File: config.mk
export PLATFORM = sky130hd
export DESIGN_NAME = semaphore_table_unit_core
export DESIGN_NICKNAME = d
export VERILOG_FILES = /design/src/hdl/stu_pkg.sv /design/src/hdl/stu_free_search.sv /design/src/hdl/semaphore_table_unit_core.sv
export SDC_FILE = /design/constraint.sdc
export NUM_CORES = 2
export LEC_CHECK = 0
export BUFFER_PORTS_ARGS = -buffer_cell sky130_fd_sc_hd__buf_2
export CAP_MARGIN = 10
export CORE_ASPECT_RATIO = 1.5
export CORE_MARGIN = 4
export CORE_UTILIZATION = 31
export CTS_CLUSTER_SIZE = 12
export DETAILED_ROUTE_END_ITERATION = 8
export PLACE_DENSITY = 0.54
export SYNTH_ARGS = -nofsm -noshare
export SYNTH_HDL_FRONTEND = slang
export SYNTH_SLANG_ARGS = --single-unit
File: constraint.sdc
create_clock -name clk -period 10 [get_ports clk]
set_clock_uncertainty 0.05 [all_clocks]
set_input_delay 1.5 -clock clk [delete_from_list [all_inputs] [get_ports clk]]
set_output_delay 1.5 -clock clk [all_outputs]
set_load 0.02 [all_outputs]
File: src/hdl/stu_pkg.sv
`default_nettype none

package stu_pkg;

  // Table geometry.
  localparam int NUM_SLOTS  = 128;
  localparam int NUM_PROCS  = 64;
  localparam int COUNT_BITS = 16;

  localparam int SLOT_W = $clog2(NUM_SLOTS);
  localparam int PID_W  = $clog2(NUM_PROCS);
  localparam int CMD_W  = 2;
  localparam int STAT_W = 2;
  localparam int INIT_W = 16;

  // The free-slot search works on groups of eight slots.
  localparam int GRP       = 8;
  localparam int GRP_W     = $clog2(GRP);
  localparam int NUM_GRP   = NUM_SLOTS / GRP;
  localparam int GRP_IDX_W = SLOT_W - GRP_W;

  // Command codes.
  localparam logic [CMD_W-1:0] CMD_CREATE = 2'd0;
  localparam logic [CMD_W-1:0] CMD_WAIT   = 2'd1;
  localparam logic [CMD_W-1:0] CMD_POST   = 2'd2;
  localparam logic [CMD_W-1:0] CMD_CLOSE  = 2'd3;

  // Status codes.
  localparam logic [STAT_W-1:0] ST_OK      = 2'd0;
  localparam logic [STAT_W-1:0] ST_INVALID = 2'd1;
  localparam logic [STAT_W-1:0] ST_FULL    = 2'd2;
  localparam logic [STAT_W-1:0] ST_BLOCKED = 2'd3;

  localparam logic [COUNT_BITS-1:0] COUNT_MAX = {COUNT_BITS{1'b1}};

  // One word of the slot memory.
  typedef struct packed {
    logic [COUNT_BITS-1:0] count;
    logic [PID_W-1:0]      head;
    logic [PID_W-1:0]      tail;
  } slot_word_t;

  // Result of the free-slot search.
  typedef struct packed {
    logic              found;
    logic [SLOT_W-1:0] slot;
  } free_slot_t;

endpackage

`default_nettype wire

File: src/hdl/stu_free_search.sv
`default_nettype none

module stu_free_search
  import stu_pkg::*;
(
  input  wire logic                 clk,
  input  wire logic [NUM_SLOTS-1:0] slot_busy,
  output free_slot_t                free_o
);

  logic [NUM_GRP-1:0]  grp_free;
  logic [GRP_W-1:0]    grp_pos [NUM_GRP];
  logic [NUM_GRP-1:0]  grp_free_r;
  logic [GRP_W-1:0]    grp_pos_r [NUM_GRP];

  // First level: lowest free slot within each group of eight.
  always_comb begin
    for (int g = 0; g < NUM_GRP; g++) begin
      grp_free[g] = 1'b0;
      grp_pos[g]  = '0;
      for (int b = GRP - 1; b >= 0; b--) begin
        if (!slot_busy[g*GRP + b]) begin
          grp_free[g] = 1'b1;
          grp_pos[g]  = GRP_W'(b);
        end
      end
    end
  end

  always_ff @(posedge clk) begin
    grp_free_r <= grp_free;
    for (int g = 0; g < NUM_GRP; g++) begin
      grp_pos_r[g] <= grp_pos[g];
    end
  end

  // Second level: lowest group that has a free slot.
  always_comb begin
    free_o.found = 1'b0;
    free_o.slot  = '0;
    for (int g = NUM_GRP - 1; g >= 0; g--) begin
      if (grp_free_r[g]) begin
        free_o.found = 1'b1;
        free_o.slot  = {GRP_IDX_W'(g), grp_pos_r[g]};
      end
    end
  end

endmodule

`default_nettype wire

File: src/hdl/semaphore_table_unit_core.sv
// Semaphore table: 128 counting semaphores, each with a FIFO queue of
// waiting process ids kept as a linked list in a link memory.
// Input channel (in_valid/in_ready) carries one command per transaction:
// create, wait, post or close. The result channel (out_valid/out_ready)
// returns exactly one result transaction per command.
// The command and its slot word are registered when taken; the execute step
// then registers the result. A post that wakes a waiter with more waiters
// behind it passes through a link step as well, since the next waiter is read
// from the link memory after the queue head comes out of the slot memory.
// A new command is taken only in the idle state, after the previous command
// has registered its result.
// Create finds the lowest free slot through a two-level registered search
// over the in-use flags.
// Reset clears the in-use and queue flags directly; no clearing pass.
// Counts, queue pointers and links are undefined until written.
// When the receiver stalls, a new command is still taken, but it waits in the
// execute step (or the link step) until the output register is free.
`default_nettype none

module semaphore_table_unit_core
  import stu_pkg::*;
(
  input  wire logic                  clk,
  input  wire logic                  rst_n,
  input  wire logic                  in_valid,
  output logic                       in_ready,
  input  wire logic [CMD_W-1:0]      in_command,
  input  wire logic [SLOT_W-1:0]     in_sem_index,
  input  wire logic [INIT_W-1:0]     in_initial_value,
  input  wire logic [PID_W-1:0]      in_caller_pid,
  output logic                       out_valid,
  input  wire logic                  out_ready,
  output logic [STAT_W-1:0]          out_status,
  output logic [SLOT_W-1:0]          out_slot_out,
  output logic                       out_wake_valid,
  output logic [PID_W-1:0]           out_wake_pid,
  output logic                       out_would_block
);

  localparam logic [1:0] S_IDLE = 2'd0;
  localparam logic [1:0] S_EXEC = 2'd1;
  localparam logic [1:0] S_LINK = 2'd2;

  logic [1:0]           state_r, state_nxt;
  logic [CMD_W-1:0]     cmd_r;
  logic [SLOT_W-1:0]    idx_r;
  logic [INIT_W-1:0]    init_r;
  logic [PID_W-1:0]     pid_r;
  logic [NUM_SLOTS-1:0] in_use_r, in_use_nxt;
  logic [NUM_SLOTS-1:0] qne_r, qne_nxt;

  // Slot memory (count, head, tail) and link memory (next waiter).
  slot_word_t           slot_mem [NUM_SLOTS];
  logic [PID_W-1:0]     link_mem [NUM_PROCS];
  slot_word_t           slot_rd_r;
  logic [PID_W-1:0]     link_rd_r;

  logic                 slot_we;
  logic [SLOT_W-1:0]    slot_wa;
  slot_word_t           slot_wd;
  logic                 link_we;
  logic [PID_W-1:0]     link_wa;
  logic [PID_W-1:0]     link_wd;
  logic                 link_re;

  logic                 out_valid_r;
  logic [STAT_W-1:0]    status_r, status_nxt;
  logic [SLOT_W-1:0]    slot_out_r, slot_out_nxt;
  logic                 wake_valid_r, wake_valid_nxt;
  logic [PID_W-1:0]     wake_pid_r, wake_pid_nxt;
  logic                 would_block_r, would_block_nxt;
  logic                 res_fire;

  logic                 in_acc;
  logic                 out_free;
  logic                 slot_ok;
  free_slot_t           free_slot;

  assign in_ready = (state_r == S_IDLE);
  assign in_acc   = in_valid && in_ready;
  assign out_free = !out_valid_r || out_ready;
  assign slot_ok  = in_use_r[idx_r];

  stu_free_search u_free_search (
    .clk       (clk),
    .slot_busy (in_use_r),
    .free_o    (free_slot)
  );

  // Command capture and slot memory read.
  always_ff @(posedge clk) begin
    if (in_acc) begin
      cmd_r     <= in_command;
      idx_r     <= in_sem_index;
      init_r    <= in_initial_value;
      pid_r     <= in_caller_pid;
      slot_rd_r <= slot_mem[in_sem_index];
    end
    if (slot_we) begin
      slot_mem[slot_wa] <= slot_wd;
    end
  end

  // Link memory read and write.
  always_ff @(posedge clk) begin
    if (link_re) begin
      link_rd_r <= link_mem[slot_rd_r.head];
    end
    if (link_we) begin
      link_mem[link_wa] <= link_wd;
    end
  end

  // Execute: modify the slot word read when the command was taken and form the result.
  always_comb begin
    state_nxt       = state_r;
    in_use_nxt      = in_use_r;
    qne_nxt         = qne_r;
    slot_we         = 1'b0;
    slot_wa         = idx_r;
    slot_wd         = slot_rd_r;
    link_we         = 1'b0;
    link_wa         = slot_rd_r.tail;
    link_wd         = pid_r;
    link_re         = 1'b0;
    res_fire        = 1'b0;
    status_nxt      = ST_OK;
    slot_out_nxt    = idx_r;
    wake_valid_nxt  = 1'b0;
    wake_pid_nxt    = '0;
    would_block_nxt = 1'b0;

    unique case (state_r)
      S_IDLE: begin
        if (in_acc) begin
          state_nxt = S_EXEC;
        end
      end
      S_EXEC: begin
        if (cmd_r == CMD_POST && slot_ok && qne_r[idx_r] &&
            slot_rd_r.head != slot_rd_r.tail) begin
          // Waiter behind the head: fetch its link first.
          link_re   = 1'b1;
          state_nxt = S_LINK;
        end else if (out_free) begin
          res_fire  = 1'b1;
          state_nxt = S_IDLE;
          if (cmd_r == CMD_CREATE) begin
            if (free_slot.found) begin
              slot_we                     = 1'b1;
              slot_wa                     = free_slot.slot;
              slot_wd.count               = COUNT_BITS'(init_r);
              in_use_nxt[free_slot.slot]  = 1'b1;
              qne_nxt[free_slot.slot]     = 1'b0;
              slot_out_nxt                = free_slot.slot;
              would_block_nxt             = (init_r == '0);
            end else begin
              status_nxt   = ST_FULL;
              slot_out_nxt = '0;
            end
          end else if (!slot_ok) begin
            status_nxt = ST_INVALID;
          end else begin
            case (cmd_r)
              CMD_WAIT: begin
                slot_we = 1'b1;
                if (slot_rd_r.count != '0) begin
                  slot_wd.count   = slot_rd_r.count - COUNT_BITS'(1);
                  would_block_nxt = (slot_rd_r.count == COUNT_BITS'(1));
                end else begin
                  // Queue the caller at the tail.
                  if (qne_r[idx_r]) begin
                    link_we = 1'b1;
                  end else begin
                    slot_wd.head = pid_r;
                    qne_nxt[idx_r] = 1'b1;
                  end
                  slot_wd.tail    = pid_r;
                  status_nxt      = ST_BLOCKED;
                  would_block_nxt = 1'b1;
                end
              end
              CMD_POST: begin
                if (qne_r[idx_r]) begin
                  // Last waiter leaves; the count stays.
                  wake_valid_nxt  = 1'b1;
                  wake_pid_nxt    = slot_rd_r.head;
                  qne_nxt[idx_r]  = 1'b0;
                  would_block_nxt = (slot_rd_r.count == '0);
                end else if (slot_rd_r.count != COUNT_MAX) begin
                  slot_we       = 1'b1;
                  slot_wd.count = slot_rd_r.count + COUNT_BITS'(1);
                end
              end
              CMD_CLOSE: begin
                in_use_nxt[idx_r] = 1'b0;
                qne_nxt[idx_r]    = 1'b0;
              end
              default: begin
              end
            endcase
          end
        end
      end
      S_LINK: begin
        // Advance the queue head to the next waiter.
        if (out_free) begin
          res_fire        = 1'b1;
          state_nxt       = S_IDLE;
          slot_we         = 1'b1;
          slot_wd.head    = link_rd_r;
          wake_valid_nxt  = 1'b1;
          wake_pid_nxt    = slot_rd_r.head;
          would_block_nxt = (slot_rd_r.count == '0);
        end
      end
      default: begin
        state_nxt = S_IDLE;
      end
    endcase
  end

  // Control state.
  always_ff @(posedge clk) begin
    if (!rst_n) begin
      state_r     <= S_IDLE;
      in_use_r    <= '0;
      qne_r       <= '0;
      out_valid_r <= 1'b0;
    end else begin
      state_r  <= state_nxt;
      in_use_r <= in_use_nxt;
      qne_r    <= qne_nxt;
      if (res_fire) begin
        out_valid_r <= 1'b1;
      end else if (out_ready) begin
        out_valid_r <= 1'b0;
      end
    end
  end

  // Output register.
  always_ff @(posedge clk) begin
    if (res_fire) begin
      status_r      <= status_nxt;
      slot_out_r    <= slot_out_nxt;
      wake_valid_r  <= wake_valid_nxt;
      wake_pid_r    <= wake_pid_nxt;
      would_block_r <= would_block_nxt;
    end
  end

  assign out_valid       = out_valid_r;
  assign out_status      = status_r;
  assign out_slot_out    = slot_out_r;
  assign out_wake_valid  = wake_valid_r;
  assign out_wake_pid    = wake_pid_r;
  assign out_would_block = would_block_r;

endmodule

`default_nettype wire
==> impl_results.md <==
* Crit-path slowest cell: nor3_2
* Synth area leader: edfxtp_1
* Num Clock Sinks at between 4000 and 5000
* Most numerous cell in the Yosys netlist: edfxtp_1
* CTS hold repair buffers at 0
* Die area at ~570000 sq um
* Final min period at 8.44 ns
* Critical path data required time at 10.51 ns
* Clock network power share at 0.378
* Initial Utilization at 0.311
* Root Driver: clkbuf_16
* Sw Ratio at 0.234
* Synthesized area at 174000 sq um
* Outcome: finished, final reports clean
* GP Congestion at ~0.96
* DRT iter0 DRCs at roughly 11000
* Post-cts sizing count at 0
* Number of global-route vias before repair at 92000
* Syn_nets at 8852
* Nature of the critical path endpoint: flop
* Dominant cells by area after synthesis: edfxtp_1 70%, mux4_2 17%, dfxtp_1 3.7%, nand2_1 1.1%, clkbuf_1 0.90%
* Initial antenna violation count at 35
* Power Total at 38.1 mW
* Max Fanout on Critical Path at 36
* GRT busiest layer: met2
* CP max stage delay at around 0.89 ns
* Final Slew Violations at 0
* Antenna-violating nets left at 0
* Wirelength per Cell at between 30 and 40 um
* Gr usage total at 0.183
* Main combinational cell family by area after synthesis: multiplexers
* CP arrival at between 8 and 9 ns
* Hold Path Class: flop to flop
* Largest net degree at the start of global routing at ~130
* YS warnings at 0
* Die Y at 927 um
* Post-synth EDFFs at between 4000 and 5000
* Layout Nets at approximately 9000
* Htree depth at 5
* Compound-Gate Fraction of Synth Area at 0.0402
* Synth unique cells at 86
* Top cell type's share of synthesized area at 0.698
* Critical path's most frequent cell: buf_4
* Global-route wire length before repair at about 750 mm
* Sequential area share after synthesis at 0.735
* FMAX at 119 MHz
* Grt met2 use at 0.311
* CP startpoint kind: flop
* Most used DFF post-synth: edfxtp_1
* Clock latency on the worst-skew pair at just over 1 ns
* Slew margin rel. at 0.133
* Pwr/cell area at just under 200 nW/um^2
* Final WL at about 540 mm
* Met1 Use GR at 0.228
* Int Power at slightly below 30 mW
* Adder-Cell Fraction of Synth Area at 0.000789
* DPL Wire Length at ~340 mm
* IO buf count at between 50 and 60
* Psw at around 8.9 mW
* DRC viols at 0
* Unrepaired setup endpoints after global routing: false
* Combinational power share at 0.081
* Ys async rst share at 0
* Least-Margin Pin Slew at 1.29 ns
* GRT Residual Overflow at 0
* Final Util at 0.351
* Layout cell share with drive strength beyond 1 at 0.263
* Flip-flop and latch count after synthesis at 4373
* Core Box Area at 561000 sq um
* Multiplexer area fraction after synthesis at 0.177
* Area grow syn2layout at 13.1%
* Final Hold Viols at 0
* Final setup violation count at 0
* Leakage power at 58.3 nW
* Rows at ~340
* Peak supply drop at ~150 uV
* Die width at 620 um
* Via count at between 90000 and 100k
* Max-cap viol count at 0
* Inserted Clock Buffers at between 400 and 500
* Post-CTS Setup Bufs at 0
* Xor and xnor area share after synthesis at 0.000553
* CP Class: flop to flop
* Final worst path period share at 0.844
* Clock-pin slew on the worst setup and hold paths at around 0.070 ns
* Clock Path Buffers at 4
* GR Layer Usage met3 at 0.0286
* Commonest cells in the netlist: 4050 x edfxtp_1, 1315 x mux4_2, 492 x nand2_1, 420 x clkbuf_1, 362 x nor2_1
* Cells after Synth at ~9000
* Flop2flop setup slack at ~1.6 ns
* Mean Syn Cell Area at 19.8 sq um
* Post-route setup TNS at 0 ns
* I/O pin count at between 50 and 60
* Vias per inst at roughly 5.5
* Simple-gate portion of the synthesized area at 0.0323
* CTS tree: done
* Sequential share of power at 0.541
* DRT Pass-1 Iters at 8
* Cell chain of the critical path: buf_4 -> nor2b_1 -> buf_4 -> a21oi_1 -> nand3_1 -> a41oi_1 -> nor3_2 -> a21boi_0 -> a211oi_4 -> buf_4 -> mux2i_1 -> nand3b_1 -> buf_4 -> nor2_4
sequential cells by signal (all words and copies together) (netlist names), 7 cells and up, named ones only:
signal                    cells
link_mem                    384
slot_mem                   3584
u_free_search.grp_pos_r      48
out_slot_out                  7
idx_r                         7
init_r                       16
u_free_search.grp_free_r     16
slot_rd_r                    22
in_use_r                    128
power groups by stage:
stage	Clock (mW)	Sequential [mW]	Combinational [mW]
2_1_floorplan	0	21.0	1.57
3_3_place_gp	0	21.0	3.03
3_5_place_dp	0	21.0	3.11
4_1_cts	14.7	20.6	3.11
5_1_grt	15.4	20.6	3.19
6_report	14.4	20.6	3.08
area by class of cell:
type | count | area, sq um
inverter | 63 | 244
sequential | 4373 | 128000
timing repair buffer | 277 | 2330
tap | 7458 | 9330
fill | 51800 | 364000
clock inverter | 53 | 616
antenna | 28 | 70.1
multi-input combinational | 3805 | 45400
clock buffer | 497 | 11000
final timing paths:
kind	start	to	depth (start not counted)
worst min register to register	flop	flop	2
worst min-delay path	flop	flop	2
worst max register to register	idx_r[1]	slot_mem[15][2]	14
worst max-delay path	idx_r[1]	slot_mem[15][2]	14
routing by layer:
| layer | up-vias | wire length, um |
|---|---|---|
| met4 | 10 | 29900 |
| met3 | 1111 | 35100 |
| met2 | 4143 | 270000 |
| met1 | 49300 | 203000 |
| met5 | - | 60 |
| li1 | 36800 | - |
placed cells by master, fill, tap and decap left out, drive strengths merged, types with 19 or more instances in the layout:
| master | instances |
|---|---|
| a21boi | 19 |
| a21oi | 278 |
| a221oi | 22 |
| a22oi | 24 |
| a31oi | 121 |
| a41oi | 21 |
| and3 | 22 |
| buf | 275 |
| clkbuf | 499 |
| clkinv | 43 |
| dfxtp | 323 |
| diode | 28 |
| edfxtp | 4050 |
| inv | 68 |
| mux2 | 52 |
| mux2i | 72 |
| mux4 | 1315 |
| nand2 | 492 |
| nand2b | 20 |
| nand3 | 111 |
| nand4 | 33 |
| nor2 | 362 |
| nor2b | 22 |
| nor3 | 48 |
| nor4 | 21 |
| o211ai | 50 |
| o21ai | 262 |
| o221a | 36 |
| o221ai | 29 |
| o22a | 22 |
| o22ai | 60 |
| o31ai | 26 |
| or2 | 23 |
| or3 | 49 |
logic make-up (layout without fill, tap and decap cells):
| kind of cell | after synthesis | count (layout) |
|---|---|---|
| compound gates | 1084 | 1084 |
| buf+inv | 628 | 890 |
| other cells | 0 | 28 |
| mux | 1439 | 1439 |
| xor+xnor | 11 | 11 |
| fa+ha+maj | 11 | 11 |
| simple gates | 1260 | 1260 |
| flops | 4373 | 4373 |
through the flow:
| step | worst slack, ns | cells | area [sq um] | hold WS, ns |
|---|---|---|---|---|
| floorplan | 0.266 | 8806 | 174000 | 0.385 |
| global placement | 2.10 | 16000 | 185000 | 0.411 |
| detailed placement | 1.88 | 16000 | 185000 | 0.412 |
| CTS | 1.82 | 16500 | 197000 | 0.424 |
| global route | 1.49 | 16500 | 197000 | 0.445 |
| finish | 1.56 | 16600 | 197000 | 0.427 |
worst max-delay path, delay by kind of cell, from the launching register on:
family | cells | cell delay (ns)
buffers and inverters | 4 | 1.91
AND/OR/NAND/NOR | 5 | 3.06
multiplexers | 1 | 0.46
flip-flops | 1 | 0.63
AO/OA/AOI/OAI | 4 | 1.75
(Power assumes the default switching activity.)
